$ cat config.mk
export PLATFORM = sky130hd
export DESIGN_NAME = lowest_free_slot_allocator_unit
export DESIGN_NICKNAME = d
export VERILOG_FILES = /design/src/hdl/lfsa_pkg.sv /design/src/hdl/lfsa_ffs.sv /design/src/hdl/lfsa_slot_mem.sv /design/src/hdl/lowest_free_slot_allocator_unit.sv
export SDC_FILE = /design/constraint.sdc
export NUM_CORES = 2
export LEC_CHECK = 0
export ABC_AREA = 1
export BUFFER_PORTS_ARGS = -buffer_cell sky130_fd_sc_hd__clkbuf_2
export CAP_MARGIN = 20
export CORE_MARGIN = 4
export CORE_UTILIZATION = 47
export CTS_CLUSTER_DIAMETER = 150
export DETAILED_ROUTE_END_ITERATION = 8
export PLACE_DENSITY = 0.67
export SLEW_MARGIN = 40
export SYNTH_ARGS = -nofsm -noshare
export SYNTH_HDL_FRONTEND = slang
export SYNTH_SLANG_ARGS = --single-unit
$ cat constraint.sdc
create_clock -name clk_i -period 7.9 [get_ports clk_i]
set_input_delay 1.185 -clock clk_i [delete_from_list [all_inputs] [get_ports clk_i]]
set_output_delay 1.185 -clock clk_i [all_outputs]
set_load 0.005 [all_outputs]
$ cat src/hdl/lfsa_pkg.sv
// Shared constants, action codes and slot word type for the lowest free slot allocator.
// No dependencies; used by every module of the block.
`default_nettype none

package lfsa_pkg;

  localparam int ACTION_W  = 2;
  localparam int SLOT_W    = 10;
  localparam int VALUE_W   = 31;
  localparam int SC_W      = 11;
  localparam int WORD_BITS = 32;
  localparam int BIT_IDX_W = 5;
  localparam int WORD_IDX_W = SLOT_W - BIT_IDX_W;

  localparam int SLOT_COUNT_MAX_DEF = 1024;
  localparam int SC_RESET           = 1024;

  localparam logic [ACTION_W-1:0] ACT_LOAD  = 2'd0;
  localparam logic [ACTION_W-1:0] ACT_ALLOC = 2'd1;
  localparam logic [ACTION_W-1:0] ACT_FREE  = 2'd2;
  localparam logic [ACTION_W-1:0] ACT_QUERY = 2'd3;

  // One stored word covers 32 slots: a free bit and a nonzero bit per slot.
  typedef struct packed {
    logic [WORD_BITS-1:0] nonzero;
    logic [WORD_BITS-1:0] free;
  } slot_word_t;

endpackage

`default_nettype wire

$ cat src/hdl/lfsa_ffs.sv
// Shared find-first-set unit: lowest set bit of one 32-bit word.
// Depends on lfsa_pkg for the word width.
`default_nettype none

module lfsa_ffs (
  input  wire logic [lfsa_pkg::WORD_BITS-1:0] vec_i,
  output logic      [lfsa_pkg::BIT_IDX_W-1:0] idx_o,
  output logic                                any_o
);

  always_comb begin
    idx_o = '0;
    // scan from the top so the lowest set bit wins
    for (int i = lfsa_pkg::WORD_BITS - 1; i >= 0; i--) begin
      if (vec_i[i]) begin
        idx_o = lfsa_pkg::BIT_IDX_W'(i);
      end
    end
    any_o = |vec_i;
  end

endmodule

`default_nettype wire

$ cat src/hdl/lfsa_slot_mem.sv
// Slot word memory: one read and one write port, registered read data.
// Per-word valid bits make unwritten words read as zero after reset. Depends on lfsa_pkg.
`default_nettype none

module lfsa_slot_mem #(
  parameter int Depth = 32
) (
  input  wire logic                        clk_i,
  input  wire logic                        rst_ni,
  input  wire logic                        rd_en_i,
  input  wire logic [(Depth > 1 ? $clog2(Depth) : 1)-1:0] rd_addr_i,
  output lfsa_pkg::slot_word_t             rd_data_o,
  input  wire logic                        wr_en_i,
  input  wire logic [(Depth > 1 ? $clog2(Depth) : 1)-1:0] wr_addr_i,
  input  wire lfsa_pkg::slot_word_t        wr_data_i
);

  lfsa_pkg::slot_word_t mem [Depth];
  lfsa_pkg::slot_word_t rd_word_q;
  logic [Depth-1:0]     valid_q;
  logic                 rd_hit_q;

  always_ff @(posedge clk_i) begin
    if (wr_en_i) begin
      mem[wr_addr_i] <= wr_data_i;
    end
    if (rd_en_i) begin
      rd_word_q <= mem[rd_addr_i];
    end
  end

  always_ff @(posedge clk_i or negedge rst_ni) begin
    if (!rst_ni) begin
      valid_q  <= '0;
      rd_hit_q <= 1'b0;
    end else begin
      if (wr_en_i) begin
        valid_q[wr_addr_i] <= 1'b1;
      end
      if (rd_en_i) begin
        rd_hit_q <= valid_q[rd_addr_i];
      end
    end
  end

  assign rd_data_o = rd_hit_q ? rd_word_q : '0;

endmodule

`default_nettype wire

$ cat src/hdl/lowest_free_slot_allocator_unit.sv
// Lowest free slot allocator: each item passes accept, lookup and update, one item at a time,
// set by the single memory port and the shared find-first unit used twice per item.
// A query result is written to an output register at the end of update (update holds
// until that register can take it); it waits there while the next item is taken. rst_ni clears all
// slots to not free and sets slot_count to 1024 (or SlotCountMax if smaller).
// Depends on lfsa_pkg, lfsa_ffs, lfsa_slot_mem.
`default_nettype none

module lowest_free_slot_allocator_unit #(
  parameter int SlotCountMax = lfsa_pkg::SLOT_COUNT_MAX_DEF
) (
  input  wire logic                           clk_i,
  input  wire logic                           rst_ni,
  input  wire logic                           cfg_we_i,
  input  wire logic [lfsa_pkg::SC_W-1:0]      cfg_wdata_i,
  input  wire logic                           in_valid_i,
  output logic                                in_stall_o,
  input  wire logic [lfsa_pkg::ACTION_W-1:0]  action_i,
  input  wire logic [lfsa_pkg::SLOT_W-1:0]    slot_i,
  input  wire logic [lfsa_pkg::VALUE_W-1:0]   value_i,
  output logic                                out_valid_o,
  input  wire logic                           out_stall_i,
  output logic                                found_o,
  output logic [lfsa_pkg::SLOT_W-1:0]         free_slot_o
);

  localparam int WordCount  = (SlotCountMax + lfsa_pkg::WORD_BITS - 1) / lfsa_pkg::WORD_BITS;
  localparam int WordLimit  = 2 ** lfsa_pkg::WORD_IDX_W;
  localparam int MemDepth   = (WordCount < WordLimit) ? WordCount : WordLimit;
  localparam int WordAw     = (MemDepth > 1) ? $clog2(MemDepth) : 1;
  localparam int ScResetInt = (lfsa_pkg::SC_RESET > SlotCountMax) ? SlotCountMax
                                                                 : lfsa_pkg::SC_RESET;

  localparam logic [1:0] ST_IDLE   = 2'd0;
  localparam logic [1:0] ST_LOOKUP = 2'd1;
  localparam logic [1:0] ST_UPDATE = 2'd2;

  logic [1:0] state_q, state_d;

  logic [lfsa_pkg::SC_W-1:0]     sc_q, sc_d;
  logic [lfsa_pkg::ACTION_W-1:0] act_q;
  logic [lfsa_pkg::SLOT_W-1:0]   slot_q;
  logic                          val_nz_q;
  logic [WordAw-1:0]             word_q, word_d;
  logic                          any_q, any_d;
  logic [MemDepth-1:0]           summary_q, summary_d;

  logic                          out_valid_q, out_valid_d;
  logic                          found_q;
  logic [lfsa_pkg::SLOT_W-1:0]   free_slot_q;

  logic [lfsa_pkg::WORD_BITS-1:0] ffs_vec;
  logic [lfsa_pkg::BIT_IDX_W-1:0] ffs_idx;
  logic                           ffs_any;

  logic                  mem_re, mem_we;
  logic [WordAw-1:0]     mem_raddr;
  lfsa_pkg::slot_word_t  rd_word, wr_word;

  logic                           searching;
  logic [lfsa_pkg::BIT_IDX_W-1:0] bit_idx;
  logic [lfsa_pkg::WORD_BITS-1:0] bmask;
  logic [lfsa_pkg::SLOT_W-1:0]    found_slot, slot_sel;
  logic                           in_range, can_push, push, res_found;

  logic in_xfer;
  assign in_xfer    = in_valid_i && !in_stall_o;
  assign in_stall_o = (state_q != ST_IDLE);

  assign searching = (act_q == lfsa_pkg::ACT_ALLOC) || (act_q == lfsa_pkg::ACT_QUERY);

  // Shared find-first: summary bits during lookup, the read word's free bits during update.
  assign ffs_vec = (state_q == ST_LOOKUP) ? lfsa_pkg::WORD_BITS'(summary_q) : rd_word.free;

  lfsa_ffs u_ffs (
    .vec_i (ffs_vec),
    .idx_o (ffs_idx),
    .any_o (ffs_any)
  );

  assign mem_re    = (state_q == ST_LOOKUP);
  assign mem_raddr = searching ? ffs_idx[WordAw-1:0] : slot_q[lfsa_pkg::BIT_IDX_W +: WordAw];

  lfsa_slot_mem #(
    .Depth (MemDepth)
  ) u_mem (
    .clk_i     (clk_i),
    .rst_ni    (rst_ni),
    .rd_en_i   (mem_re),
    .rd_addr_i (mem_raddr),
    .rd_data_o (rd_word),
    .wr_en_i   (mem_we),
    .wr_addr_i (word_q),
    .wr_data_i (wr_word)
  );

  assign bit_idx    = searching ? ffs_idx : slot_q[lfsa_pkg::BIT_IDX_W-1:0];
  assign bmask      = lfsa_pkg::WORD_BITS'(1) << bit_idx;
  assign found_slot = {lfsa_pkg::WORD_IDX_W'(word_q), bit_idx};
  assign slot_sel   = searching ? found_slot : slot_q;
  assign in_range   = ({1'b0, slot_sel} < sc_q);
  assign can_push   = !out_valid_q || !out_stall_i;
  assign res_found  = any_q && in_range;

  always_comb begin
    mem_we  = 1'b0;
    wr_word = rd_word;
    push    = 1'b0;
    if (state_q == ST_UPDATE) begin
      case (act_q)
        lfsa_pkg::ACT_LOAD: begin
          mem_we          = in_range;
          wr_word.free    = (rd_word.free & ~bmask) | (val_nz_q ? '0 : bmask);
          wr_word.nonzero = (rd_word.nonzero & ~bmask) | (val_nz_q ? bmask : '0);
        end
        lfsa_pkg::ACT_ALLOC: begin
          mem_we          = res_found;
          wr_word.free    = rd_word.free & ~bmask;
          wr_word.nonzero = (rd_word.nonzero & ~bmask) | (val_nz_q ? bmask : '0);
        end
        lfsa_pkg::ACT_FREE: begin
          mem_we          = in_range && rd_word.nonzero[bit_idx];
          wr_word.free    = rd_word.free | bmask;
          wr_word.nonzero = rd_word.nonzero & ~bmask;
        end
        lfsa_pkg::ACT_QUERY: begin
          push = can_push;
        end
        default: begin
          mem_we = 1'b0;
        end
      endcase
    end
  end

  always_comb begin
    state_d   = state_q;
    word_d    = word_q;
    any_d     = any_q;
    summary_d = summary_q;
    case (state_q)
      ST_IDLE: begin
        if (in_xfer) begin
          state_d = ST_LOOKUP;
        end
      end
      ST_LOOKUP: begin
        word_d  = mem_raddr;
        any_d   = ffs_any;
        state_d = ST_UPDATE;
      end
      ST_UPDATE: begin
        if (mem_we) begin
          summary_d[word_q] = |wr_word.free;
        end
        // hold until the output register can take the query result
        if (act_q != lfsa_pkg::ACT_QUERY || can_push) begin
          state_d = ST_IDLE;
        end
      end
      default: begin
        state_d = ST_IDLE;
      end
    endcase
  end

  always_comb begin
    sc_d = sc_q;
    if (cfg_we_i) begin
      if (int'(cfg_wdata_i) > SlotCountMax) begin
        sc_d = lfsa_pkg::SC_W'(SlotCountMax);
      end else begin
        sc_d = cfg_wdata_i;
      end
    end
  end

  always_comb begin
    out_valid_d = out_valid_q;
    if (push) begin
      out_valid_d = 1'b1;
    end else if (out_valid_q && !out_stall_i) begin
      out_valid_d = 1'b0;
    end
  end

  always_ff @(posedge clk_i or negedge rst_ni) begin
    if (!rst_ni) begin
      state_q     <= ST_IDLE;
      sc_q        <= lfsa_pkg::SC_W'(ScResetInt);
      summary_q   <= '0;
      out_valid_q <= 1'b0;
    end else begin
      state_q     <= state_d;
      sc_q        <= sc_d;
      summary_q   <= summary_d;
      out_valid_q <= out_valid_d;
    end
  end

  always_ff @(posedge clk_i) begin
    if (in_xfer) begin
      act_q    <= action_i;
      slot_q   <= slot_i;
      val_nz_q <= |value_i;
    end
    word_q <= word_d;
    any_q  <= any_d;
    if (push) begin
      found_q     <= res_found;
      free_slot_q <= res_found ? found_slot : '0;
    end
  end

  assign out_valid_o = out_valid_q;
  assign found_o     = found_q;
  assign free_slot_o = free_slot_q;

`ifndef SYNTH
  a_summary_tracks_word: assert property (@(posedge clk_i) disable iff (!rst_ni)
    mem_we |=> summary_q[$past(word_q)] == ($past(wr_word.free) != '0))
    else $error("summary bit does not match written word");

  a_no_result_overwrite: assert property (@(posedge clk_i) disable iff (!rst_ni)
    push |-> (!out_valid_q || !out_stall_i))
    else $error("query result overwrites a pending transfer");

  a_found_needs_summary: assert property (@(posedge clk_i) disable iff (!rst_ni)
    (push && res_found) |-> (summary_q != '0))
    else $error("slot reported free while summary is empty");

  a_write_only_in_update: assert property (@(posedge clk_i) disable iff (!rst_ni)
    mem_we |=> (state_q == ST_IDLE))
    else $error("slot word written outside the last step of an item");
`endif

endmodule

`default_nettype wire
==> metrics.csv <==
stage,metric,value,unit
sta,RSZ-0062 raised after global routing,false,
job,Max-cap violations,0,
logic_synthesis,post-synth top area share,0.709,
global_route,largest net degree at the start of global routing,176,
power_and_ir_drop,sequential power share,0.389,
logic_synthesis,async set-reset flop share out of synthesis,0.0356,
power_and_ir_drop,clock share of power,0.274,
sta,Final Worst Setup Slack,1.31,ns
placed_design,HPWL Detailed,155000,µm
clock_network,post-CTS setup buffers,0,
die,IO Pins,72,
placed_design,placed cell count,9533,
setup_path,CP max-delay cell,nor2_4,
power_and_ir_drop,power density over the cells,365,nW/µm²
global_route,initial antenna violation count,6,
power_and_ir_drop,switching power,13.8,mW
logic_synthesis,Syn Inst Count,7232,
sta,Slew HR,0.384,
logic_synthesis,Synth Warn #,0,
placed_design,placed inst area,94800,µm²
logic_synthesis,"area leader, netlist",edfxtp_1,
min_path,worst min-delay path category,input port to asynchronous set/reset pin,
layout,"Net count, final",7306,
clock_network,CTS max path bufs,3,
global_route,first-pass GRT wire length,393000,µm
logic_synthesis,post-synthesis instance area,90700,µm²
sta,Max Slew Vio Count,0,
route,# DRC,0,
route,via/cell ratio,6.15,
die,die width,447,µm
layout,final instance area,102000,µm²
power_and_ir_drop,P_leak,34.5,nW
clock_network,"CTS clk-pin slew, worst paths",0.06,ns
global_route,global-route usage over all layers,0.265,
sta,worst-margin pin slew,0.924,ns
layout,final non-filler cell total,9930,
logic_synthesis,ys flop type,edfxtp_1,
route,DRT iter0 DRCs,8492,
route,wire per inst,27.2,µm
clock_network,CTS resizes,0,
die,Initial Utilization,0.475,
route,Final ANT Viol Nets,0,
clock_network,CTS Sinks,2221,
layout,Area Growth Syn to Fin,12.2,%
placed_design,Setup WS pre-CTS,1.42,ns
setup_path,CP Data Required Time,8.38,ns
status,status,"finished, final reports clean",
setup_path,CP max FO,63,
sta,final setup TNS,0,ns
placed_design,count of input and output buffers,71,
power_and_ir_drop,total design power,37.2,mW
logic_synthesis,register bit total from synthesis,2221,
clock_network,CTS tree,yes,
sta,Peak Freq,0.152,GHz
die,Die H,447,µm
route,via count,61000,
logic_synthesis,Netlist cell types,53,
power_and_ir_drop,Worst VDD drop,229,µV
setup_path,crit-path most repeated cell,nand2_1,
power_and_ir_drop,Switching Share,0.372,
placed_design,Final Wtd Congestion,0.995,
setup_path,CP startpoint kind,register,
power_and_ir_drop,Int Power,23.3,mW
layout,fraction of layout cells with a size suffix above 1,0.110,
global_route,vias in the first global route,58400,
clock_network,CTS root buffer,clkbuf_16,
layout,most frequent cells in the layout,"edfxtp_1, nor2_1, o21ai_0",
setup_path,Worst Path Arrival,7.07,ns
logic_synthesis,syn_nets,7300,
power_and_ir_drop,combinational power share,0.336,
layout,"commonest non-fill, non-tap cell in the layout",edfxtp_1,
clock_network,Clock Latency Late Sink,0.86,ns
sta,Final Hold Viols,0,
die,die area,200000,µm²
setup_path,Crit. End Element,register,
setup_path,WS Path Type,register to register,
sta,crit path time final,6.59,ns
clock_network,H-tree lvl count,4,
logic_synthesis,"EDFF count, synth",2142,
die,# rows,160,
sta,clk_skew,0.0696,ns
route,First-pass DRT Iterations,6,
logic_synthesis,post-synthesis sequential area ratio,0.731,
logic_synthesis,syn_area_per_cell,12.5,µm²
sta,post-route clock period utilization,0.834,
sta,Final setup viols,0,
clock_network,post-cts hold buffer count,0,
logic_synthesis,Area contributors post-synth,"edfxtp_1, nor2_1, o21ai_0",
setup_path,CP peak stage delay,0.80,ns
global_route,total gr overflow,0,
route,final WL,270000,µm
die,core area,191000,µm²
clock_network,cts bufs inserted,211,
-- cell usage after synthesis (all sizes together), types with 7 or more instances --
cell type,count
dfrtp,78
clkinv,8
inv,253
ha,9
nand2,670
nand3b,9
mux2i,39
o32ai,355
nand4,11
o31ai,7
nor2,1592
buf,196
nor4,10
nor3,12
a32o,7
edfxtp,2142
or2,96
o22ai,196
clkbuf,303
nand3,159
o221ai,47
o211ai,50
o21bai,25
o311ai,24
a21oi,14
o21ai,907
-- path summary, 6_finish.rpt --
kind / start / endpoint / slack [ns] / cells past startpoint
max reg2reg: state_q[0] / u_mem.mem[10][36] / 1.31 / 47
min: rst_ni / u_mem.valid_q[17] / 0.24 / 1
min in group clk_i: u_mem.valid_q[13] / u_mem.valid_q[13] / 0.45 / 2
min reg2reg: u_mem.valid_q[13] / u_mem.valid_q[13] / 0.45 / 2
max: state_q[0] / u_mem.mem[10][36] / 1.31 / 47
max in group asynchronous: rst_ni / summary_q[9] / 6.69 / 3
-- metal layers --
metal | up-vias | global-route usage | wire length [µm]
li1 | 26500 | - | -
met1 | 30500 | 0.358 | 103000
met2 | 3454 | 0.422 | 127000
met3 | 567 | 0.0475 | 26400
met4 | 2 | 0.122 | 13900
met5 | - | 0 | 13
-- flip-flops by register name (all words and copies together), names as in the netlist, 5 cells and up --
signal	count
u_mem.mem	2048
word_q	5
u_mem.rd_word_q	64
free_slot_o	10
sc_q	11
u_mem.valid_q	32
summary_q	32
slot_q	10
-- metrics by stage --
step           hold WS [ns]   util
2_1_floorplan         0.422      -
3_3_place_gp          0.435  0.495
3_5_place_dp          0.438  0.496
4_1_cts               0.187  0.533
5_1_grt               0.232  0.533
6_report              0.242  0.533
-- cell families after synthesis --
| logic type | after synthesis | share of synthesized area |
|---|---|---|
| adder cells (fa/ha/maj) | 9 | 0.00124 |
| AND/OR/NAND/NOR | 2561 | 0.115 |
| AO/OA/AOI/OAI | 1642 | 0.114 |
| multiplexers | 39 | 0.00430 |
| flip-flops | 2221 | 0.731 |
| buffers and inverters | 760 | 0.0346 |
-- final cells by class --
| class | count | area [µm²] |
|---|---|---|
| timing repair buffer | 292 | 2690 |
| multi-input combinational | 4251 | 21700 |
| tap | 2511 | 3140 |
| inverter | 261 | 1010 |
| clock inverter | 127 | 1380 |
| fill | 15700 | 89200 |
| clock buffer | 261 | 5570 |
| antenna | 6 | 15.0 |
| sequential | 2221 | 66300 |
-- power groups by stage --
stage	Combinational (mW)	Clock [mW]	Sequential (mW)
4_1_cts	12.3	10.3	14.4
3_5_place_dp	12.2	0	14.7
6_report	12.5	10.2	14.5
2_1_floorplan	7.65	0	14.6
3_3_place_gp	12.0	0	14.7
5_1_grt	13.4	10.8	14.5
-- critical path: cells and delay by family, from the launching register on --
| family | cells | cell delay, ns |
|---|---|---|
| AND/OR/NAND/NOR | 45 | 4.75 |
| flip-flops | 1 | 0.44 |
| buffers and inverters | 2 | 0.95 |
(Power assumes the default switching activity.)
